**src/spq_pkg.sv**
```systemverilog
// shared types and constants for the sorted priority queue
// depends on nothing; every other file takes its names by scope
`default_nettype none

package spq_pkg;

	localparam int unsigned CAPACITY_DEF    = 16;
	localparam int unsigned VALUE_WIDTH_DEF = 32;

	localparam int unsigned CMD_W    = 2;
	localparam int unsigned DATA_W   = 32;
	localparam int unsigned STATUS_W = 2;
	localparam int unsigned POS_W    = 4;
	localparam int unsigned LEN_W    = 5;

	typedef enum logic [CMD_W-1:0] {
		CMD_INSERT = 2'd0,
		CMD_REMOVE = 2'd1,
		CMD_FIND   = 2'd2,
		CMD_NONE   = 2'd3
	} cmd_t;

	typedef enum logic [STATUS_W-1:0] {
		ST_OK       = 2'd0,
		ST_NOTFOUND = 2'd1,
		ST_FULL     = 2'd2,
		ST_SPARE    = 2'd3
	} status_t;

	// per-cycle control broadcast along the chain
	typedef struct packed {
		logic cmp;
		logic ins;
		logic rem;
	} cell_ctrl_t;

	// flags a cell reports to its neighbour and to the top level
	typedef struct packed {
		logic gt;
		logic eq;
		logic at;
	} cell_flags_t;

endpackage

`default_nettype wire

```
**src/spq_if.sv**
```systemverilog
// valid/ready channel interfaces for request and response beats
// depends on spq_pkg for field widths
`default_nettype none

interface spq_req_if;
	logic                                valid;
	logic                                ready;
	logic        [spq_pkg::CMD_W-1:0]    cmd;
	logic signed [spq_pkg::DATA_W-1:0]   value;

	modport source (output valid, cmd, value, input ready);
	modport sink   (input valid, cmd, value, output ready);
endinterface

interface spq_rsp_if;
	logic                                valid;
	logic                                ready;
	logic        [spq_pkg::STATUS_W-1:0] status;
	logic        [spq_pkg::POS_W-1:0]    position;
	logic signed [spq_pkg::DATA_W-1:0]   head_value;
	logic                                head_valid;
	logic        [spq_pkg::LEN_W-1:0]    length;

	modport source (output valid, status, position, head_value, head_valid, length,
		input ready);
	modport sink   (input valid, status, position, head_value, head_valid, length,
		output ready);
endinterface

`default_nettype wire

```
**src/sorted_priority_queue_core.sv**
```systemverilog
// top level of the sorted priority queue: cell chain, control sequencer, result register
// depends on spq_pkg, spq_if and spq_cell
`default_nettype none

// Keeps up to CAPACITY signed values in descending order in a chain of cells,
// largest at cell 0. A request has a compare step and a shift step: in the
// accept cycle every cell compares its entry with the operand and keeps the
// flags; once no earlier response waits or it is taken, the chain shifts by
// one place (insert or remove) and the result is loaded into the output
// register. No new request is taken before that, but one may be taken while
// the last response still waits. Inserted values go ahead of equal entries;
// remove and find act on the first equal entry from the head.
module sorted_priority_queue_core #(
	parameter int unsigned CAPACITY    = spq_pkg::CAPACITY_DEF,
	parameter int unsigned VALUE_WIDTH = spq_pkg::VALUE_WIDTH_DEF
) (
	input  wire        clk,
	input  wire        arst_n,
	spq_req_if.sink    req,
	spq_rsp_if.source  rsp
);

	localparam int unsigned CNT_W = $clog2(CAPACITY + 1);
	localparam int unsigned IDX_W = (CAPACITY > 1) ? $clog2(CAPACITY) : 1;
	localparam int unsigned DW    = spq_pkg::DATA_W;

	typedef enum logic {
		S_IDLE,
		S_EXEC
	} state_t;

	state_t state_q;

	logic [CNT_W-1:0]             count_q;
	spq_pkg::cmd_t                cmd_s1;
	logic signed [VALUE_WIDTH-1:0] operand_s1;

	logic signed [VALUE_WIDTH+DW-1:0] wide_in;
	logic signed [VALUE_WIDTH-1:0]    in_value;

	spq_pkg::cell_ctrl_t          ctrl;
	spq_pkg::cell_flags_t         flags [CAPACITY];
	logic signed [VALUE_WIDTH-1:0] cell_q [CAPACITY];
	logic signed [VALUE_WIDTH-1:0] cell_d [CAPACITY];

	logic             accept;
	logic             finish;
	logic             full;
	logic             match;
	logic             do_ins;
	logic             do_rem;
	logic [IDX_W-1:0] enc;
	logic [CNT_W-1:0] count_d;

	spq_pkg::status_t               status_d;
	logic [IDX_W+spq_pkg::POS_W-1:0] pos_wide;
	logic [CNT_W+spq_pkg::LEN_W-1:0] len_wide;
	logic [VALUE_WIDTH+DW-1:0]       head_wide;

	assign wide_in  = {{VALUE_WIDTH{req.value[DW-1]}}, req.value};
	assign in_value = wide_in[VALUE_WIDTH-1:0];

	assign req.ready = (state_q == S_IDLE);
	assign accept    = req.valid && req.ready;
	assign finish    = (state_q == S_EXEC) && (!rsp.valid || rsp.ready);

	assign full = (count_q == CNT_W'(CAPACITY));

	always_comb begin
		match = 1'b0;
		enc   = '0;
		for (int i = 0; i < CAPACITY; i++) begin
			match = match | (flags[i].at & flags[i].eq);
			if (flags[i].at) begin
				enc = enc | IDX_W'(i);
			end
		end
	end

	assign do_ins = finish && (cmd_s1 == spq_pkg::CMD_INSERT) && !full;
	assign do_rem = finish && (cmd_s1 == spq_pkg::CMD_REMOVE) && match;

	assign ctrl.cmp = accept;
	assign ctrl.ins = do_ins;
	assign ctrl.rem = do_rem;

	genvar g;
	generate
		for (g = 0; g < CAPACITY; g++) begin : g_cell
			spq_cell #(
				.VALUE_WIDTH(VALUE_WIDTH)
			) u_cell (
				.clk        (clk),
				.ctrl       (ctrl),
				.occupied   (CNT_W'(g) < count_q),
				.cmp_value  (in_value),
				.operand    (operand_s1),
				.left_gt    ((g == 0) ? 1'b1 : flags[(g == 0) ? 0 : g - 1].gt),
				.left_value (cell_q[(g == 0) ? 0 : g - 1]),
				.right_value(cell_q[(g == CAPACITY - 1) ? g : g + 1]),
				.flags      (flags[g]),
				.value_q    (cell_q[g]),
				.value_d    (cell_d[g])
			);
		end
	endgenerate

	always_comb begin
		status_d = spq_pkg::ST_NOTFOUND;
		count_d  = count_q;
		pos_wide = '0;
		unique case (cmd_s1)
			spq_pkg::CMD_INSERT: begin
				if (full) begin
					status_d = spq_pkg::ST_FULL;
				end else begin
					status_d = spq_pkg::ST_OK;
					count_d  = count_q + CNT_W'(1);
					pos_wide = {{spq_pkg::POS_W{1'b0}}, enc};
				end
			end
			spq_pkg::CMD_REMOVE: begin
				if (match) begin
					status_d = spq_pkg::ST_OK;
					count_d  = count_q - CNT_W'(1);
					pos_wide = {{spq_pkg::POS_W{1'b0}}, enc};
				end
			end
			spq_pkg::CMD_FIND: begin
				if (match) begin
					status_d = spq_pkg::ST_OK;
					pos_wide = {{spq_pkg::POS_W{1'b0}}, enc};
				end
			end
			default: begin
				status_d = spq_pkg::ST_NOTFOUND;
			end
		endcase
	end

	assign len_wide  = {{spq_pkg::LEN_W{1'b0}}, count_d};
	assign head_wide = {{DW{cell_d[0][VALUE_WIDTH-1]}}, cell_d[0]};

	always_ff @(posedge clk) begin
		if (accept) begin
			cmd_s1     <= spq_pkg::cmd_t'(req.cmd);
			operand_s1 <= in_value;
		end
		if (finish) begin
			rsp.status     <= status_d;
			rsp.position   <= pos_wide[spq_pkg::POS_W-1:0];
			rsp.length     <= len_wide[spq_pkg::LEN_W-1:0];
			rsp.head_valid <= (count_d != '0);
			rsp.head_value <= (count_d != '0) ? head_wide[DW-1:0] : '0;
		end
	end

	always_ff @(posedge clk or negedge arst_n) begin
		if (!arst_n) begin
			state_q   <= S_IDLE;
			count_q   <= '0;
			rsp.valid <= 1'b0;
		end else begin
			unique case (state_q)
				S_IDLE: begin
					if (rsp.ready) begin
						rsp.valid <= 1'b0;
					end
					if (accept) begin
						state_q <= S_EXEC;
					end
				end
				S_EXEC: begin
					if (finish) begin
						state_q   <= S_IDLE;
						count_q   <= count_d;
						rsp.valid <= 1'b1;
					end
				end
				default: begin
					state_q <= S_IDLE;
				end
			endcase
		end
	end

endmodule

`default_nettype wire

```
**src/spq_cell.sv**
```systemverilog
// one storage cell of the sorted chain: compares, then shifts left, right or loads
// depends on spq_pkg for control and flag structs
`default_nettype none

module spq_cell #(
	parameter int unsigned VALUE_WIDTH = spq_pkg::VALUE_WIDTH_DEF
) (
	input  wire                           clk,
	input  wire spq_pkg::cell_ctrl_t      ctrl,
	input  wire                           occupied,
	input  wire logic signed [VALUE_WIDTH-1:0] cmp_value,
	input  wire logic signed [VALUE_WIDTH-1:0] operand,
	input  wire                           left_gt,
	input  wire logic signed [VALUE_WIDTH-1:0] left_value,
	input  wire logic signed [VALUE_WIDTH-1:0] right_value,
	output spq_pkg::cell_flags_t          flags,
	output logic signed [VALUE_WIDTH-1:0] value_q,
	output logic signed [VALUE_WIDTH-1:0] value_d
);

	logic gt_q;
	logic eq_q;

	always_ff @(posedge clk) begin
		if (ctrl.cmp) begin
			gt_q <= occupied && (value_q > cmp_value);
			eq_q <= occupied && (value_q == cmp_value);
		end
		value_q <= value_d;
	end

	always_comb begin
		flags.gt = gt_q;
		flags.eq = eq_q;
		flags.at = !gt_q && left_gt;
	end

	always_comb begin
		value_d = value_q;
		priority if (ctrl.ins && !gt_q) begin
			value_d = flags.at ? operand : left_value;
		end else if (ctrl.rem && !gt_q) begin
			value_d = right_value;
		end else begin
			value_d = value_q;
		end
	end

endmodule

`default_nettype wire
```
**src/flat_wrapper.sv**
```systemverilog
// flat-port wrapper written by rule: the top's interface ports become plain ports
module sorted_priority_queue_core_flat 
#(
	parameter int unsigned CAPACITY    = spq_pkg::CAPACITY_DEF,
	parameter int unsigned VALUE_WIDTH = spq_pkg::VALUE_WIDTH_DEF
)
  (clk, arst_n, req_valid, req_cmd, req_value, req_ready, rsp_valid, rsp_status, rsp_position, rsp_head_value, rsp_head_valid, rsp_length, rsp_ready);
  spq_req_if req_i ();
  spq_rsp_if rsp_i ();
  input  wire clk;
  input  wire arst_n;
  input wire logic [$bits(req_i.valid)-1:0] req_valid;
  input wire logic [$bits(req_i.cmd)-1:0] req_cmd;
  input wire logic [$bits(req_i.value)-1:0] req_value;
  output wire logic [$bits(req_i.ready)-1:0] req_ready;
  output wire logic [$bits(rsp_i.valid)-1:0] rsp_valid;
  output wire logic [$bits(rsp_i.status)-1:0] rsp_status;
  output wire logic [$bits(rsp_i.position)-1:0] rsp_position;
  output wire logic [$bits(rsp_i.head_value)-1:0] rsp_head_value;
  output wire logic [$bits(rsp_i.head_valid)-1:0] rsp_head_valid;
  output wire logic [$bits(rsp_i.length)-1:0] rsp_length;
  input wire logic [$bits(rsp_i.ready)-1:0] rsp_ready;
  assign req_i.valid = req_valid;
  assign req_i.cmd = req_cmd;
  assign req_i.value = req_value;
  assign req_ready = req_i.ready;
  assign rsp_valid = rsp_i.valid;
  assign rsp_status = rsp_i.status;
  assign rsp_position = rsp_i.position;
  assign rsp_head_value = rsp_i.head_value;
  assign rsp_head_valid = rsp_i.head_valid;
  assign rsp_length = rsp_i.length;
  assign rsp_i.ready = rsp_ready;
  sorted_priority_queue_core #(.CAPACITY(CAPACITY), .VALUE_WIDTH(VALUE_WIDTH)) u_core (.clk(clk), .arst_n(arst_n), .req(req_i), .rsp(rsp_i));
endmodule
```
**config.mk**
```make
export PLATFORM = sky130hd
export DESIGN_NAME = sorted_priority_queue_core_flat
export DESIGN_NICKNAME = d
export VERILOG_FILES = /design/src/spq_pkg.sv /design/src/spq_if.sv /design/src/sorted_priority_queue_core.sv /design/src/spq_cell.sv /design/src/flat_wrapper.sv
export SDC_FILE = /design/constraint.sdc
export NUM_CORES = 2
export LEC_CHECK = 0
export CORE_AREA = 2 2 345 347
export DETAILED_ROUTE_END_ITERATION = 12
export DIE_AREA = 0 0 347 349
export DONT_BUFFER_PORTS = 1
export REMOVE_ABC_BUFFERS = 1
export SLEW_MARGIN = 20
export SYNTH_ARGS = -nofsm -noshare
export SYNTH_HDL_FRONTEND = slang
export SYNTH_SLANG_ARGS = --single-unit
```
**constraint.sdc**
```tcl
create_clock -name clk -period 3.8 [get_ports clk]
set_input_delay 0.57 -clock clk [delete_from_list [all_inputs] [get_ports clk]]
set_output_delay 0.57 -clock clk [all_outputs]
set_load 0.05 [all_outputs]
```
==> reports/results.tsv <==
stage	metric	value	unit
run_status	status	completed	
routing	detail-route-antenna-nets	0	
cells_and_area	area_growth	11.1	%
yosys	postSynthAreaPerCell	10.8	µm²
yosys	yosysWarningCount	0	
cts	clockBufferDepth	3	
routing	avgViaCountPerCell	5.47	
pwr	p_clk_frac	0.315	
die	die_h	349	µm
timing	finalSetupViolCount	0	
global_route	grt_usage	0.191	
critical_path	cpPeakStageDelay	0.75	ns
cells_and_area	final_cells	5434	
critical_path	slowest_stage	or3_2	
timing	skew	0.0186	ns
timing	clock.fmax	305	MHz
cts	cts_tree	yes	
timing	period_needed	3.28	ns
critical_path	path_max_fanout	33	
pwr	power.share.switching	0.331	
pwr	combPwrFrac	0.245	
die	start_util	0.357	
die	io_pins	84	
cells_and_area	layout-drive-gt1-share	0.0955	
global_route	grt_max_degree	65	
placement	place_area	0.0441	mm²
cts	cts_inserted_buffers	74	
yosys	synth_top_area_share	0.423	
run	drv_cap	0	
cells_and_area	nFillCells	11236	
routing	wl	117000	µm
placement	post-place-cells	5283	
pwr	power.internal	15.0	mW
global_route	antenna_found_initial	5	
global_route	grt_overflow	0	
routing	routedWlPerCell	21.5	µm
placement	hpwl	90400	µm
routing	drt_iter0_drc	2214	
global_route	grt_first_pass_wirelength	181000	µm
pwr	seqPwrFrac	0.440	
placement	io_buffers	0	
pwr	power	22.4	mW
yosys	synth_cell_types	71	
critical_path	required	4.17	ns
cts	cts_root_buf	clkbuf_16	
yosys	syn-cell-area	0.0419	mm²
die	die_x	347	µm
cells_and_area	final_nets	4392	
die	die-area	0.121	mm²
critical_path	arrival	3.65	ns
critical_path	path_cells	inv_1 -> ha_1 -> nand2_1 -> o21ai_1 -> buf_4 -> or3_2 -> buf_12 -> nand2_1 -> o21ai_0	
cts	clk_latency	0.63	ns
yosys	yosys.area.top_type	edfxtp_1	
global_route	first_global_vias	29950	
cts	cts.htree.levels	3	
timing	hold_viol_final	0	
pwr	switchingPower	7.42	mW
cts	clock_sinks	629	
timing	worstMarginPinSlew	1.08	ns
hold_path	hold_class	input pin to flip-flop	
routing	drc_errors	0	
die	design.core.area	0.117	mm²
yosys	synth_flop_cell	edfxtp_1	
yosys	yosys_register_bits	629	
cts	cts-resized-gates	0	
timing	rsz0062_at_grt	no	
timing	post-route-period-util	0.863	
critical_path	cpMostUsedCell	nand2_1	
timing	slew_viol_final	0	
yosys	ys_async_sr_fraction	0.0111	
cells_and_area	design_area	0.0466	mm²
yosys	syn_inst	3866	
yosys	synth_edf_count	590	
pwr	power_density	482	mW/mm²
yosys	ys_seq_area_frac	0.442	
yosys	ys_top_cells_by_area	edfxtp_1 (42%), ha_1 (15%), mux2i_1 (11%)	
critical_path	endpoint_kind	flip-flop	
critical_path	worstSetupPathType	flip-flop to flip-flop	
timing	max_slew_margin	0.277	
pwr	peakVddDrop	0.000370	V
critical_path	crit_path_start_kind	flip-flop	
cts	clk_pin_slew	0.06	ns
die	rows	126	
pwr	p_leak	21.0	nW
routing	vias	29742	
routing	drt_pass1_iterations	5	
placement	gp_congestion	0.884	
==> per-stage QoR <==
stage               hold WS (ns)  utilization  TNS, ns  setup WS [ns]
floorplan                  0.274            -  -347.73         -0.678
global placement           0.275        0.375  -0.0830        -0.0830
detailed placement         0.275        0.375        0          0.264
CTS                    0.0000585        0.396        0          0.532
global route             0.00472        0.397        0          0.251
finish                    0.0318        0.397        0          0.522
==> cell usage after synthesis, types with 7 or more instances <==
master	instances
nand3b_1	11
nor4_1	15
o21ai_0	493
nand2_1	479
o21ai_1	13
nand3_1	17
mux2i_1	457
nor2b_1	26
a211oi_1	8
o21a_1	23
nand2b_1	31
a31oi_1	8
nand4_1	124
a211oi_2	30
mux2_2	34
inv_1	68
a221oi_1	11
a21o_1	218
dfxtp_1	32
a21oi_1	168
nor3_1	22
or3_1	20
edfxtp_1	590
dfrtp_1	7
clkbuf_1	203
mux2i_2	29
nor2_1	103
ha_1	518
and4_1	18
buf_6	8
==> what timing repair did <==
| action | 4_1_cts | 5_1_grt |
|---|---|---|
| endpoints found under the hold margin | 18 | 0 |
| setup buffers | 0 | 0 |
| hold buffers | 12 | 0 |
==> flip-flops by register name (all words and copies together) (netlist names), 4 cells and up <==
| register | cells |
|---|---|
| u_core.operand_s1 | 32 |
| u_core.rsp.position | 4 |
| u_core.rsp.head_value | 32 |
| u_core.g_cell.u_cell.value_q | 512 |
| u_core.rsp.length | 5 |
| u_core.g_cell.u_cell.gt_q | 16 |
| u_core.count_q | 5 |
| u_core.g_cell.u_cell.eq_q | 16 |
==> layout by cell type (no fill, tap or decap), drive strengths merged, types with 103 or more instances in the layout <==
master / n
a21oi: 168
edfxtp: 590
nor2: 103
ha: 518
a21o: 218
nand4: 124
nand2: 479
o21ai: 506
mux2i: 486
buf: 103
==> layout make-up <==
type,instances,area (µm²),share of cell area
Antenna cell,2,5.00,0.000107
Timing Repair Buffer,115,1130,0.0242
Multi-Input combinational cell,2947,22400,0.481
Tap cell,1536,1920,0.0413
Clock buffer,99,2120,0.0456
Clock inverter,37,228,0.00489
Sequential cell,629,18500,0.398
Inverter,69,259,0.00556
==> cells by family after synthesis <==
logic type,after synthesis,share of synthesized area
compound gates,1010,0.146
xor+xnor,2,0.000418
fa+ha+maj,518,0.155
buf+inv,290,0.0276
flops,629,0.442
mux,520,0.128
simple gates,897,0.101
==> worst max-delay path, delay by kind of cell (launching register included) <==
| kind | cells | cell delay (ns) |
|---|---|---|
| compound gates | 2 | 0.24 |
| fa+ha+maj | 1 | 0.30 |
| buf+inv | 3 | 0.78 |
| flops | 1 | 0.73 |
| simple gates | 3 | 0.95 |
==> metal layers <==
metal  global-route usage  vias to the layer above  part of all wire
li1                     -                    14618                 -
met1                0.254                    14297              0.46
met3               0.0324                      168             0.053
met4               0.0597                        2             0.028
met2                0.318                      657              0.46
met5                    0                        -           0.00012
==> final timing paths <==
kind / from / to / slack [ns] / cells past startpoint
min in group asynchronous: arst_n / u_core.count_q[0] / 0.27 / 1
max: u_core.count_q[1] / u_core.g_cell[12].u_cell.value_q[15] / 0.52 / 9
min reg2reg: u_core.g_cell[15].u_cell.value_q[27] / u_core.g_cell[14].u_cell.value_q[27] / 0.56 / 2
max in group asynchronous: arst_n / u_core.count_q[4] / 3.26 / 1
min: req_value[8] / u_core.operand_s1[8] / 0.03 / 0
max reg2reg: u_core.count_q[1] / u_core.g_cell[12].u_cell.value_q[15] / 0.52 / 9
==> power groups by stage <==
stage | clock, mW | combinational (mW) | sequential (mW)
after global routing | 7.45 | 6.11 | 9.98
after CTS | 7.19 | 5.49 | 9.87
after detailed placement | 0 | 5.43 | 10.0
final | 7.06 | 5.50 | 9.88
after floorplan | 0 | 4.07 | 9.65
after global placement | 0 | 5.29 | 10.0
Note: power is estimated with default switching activity, not from simulation.
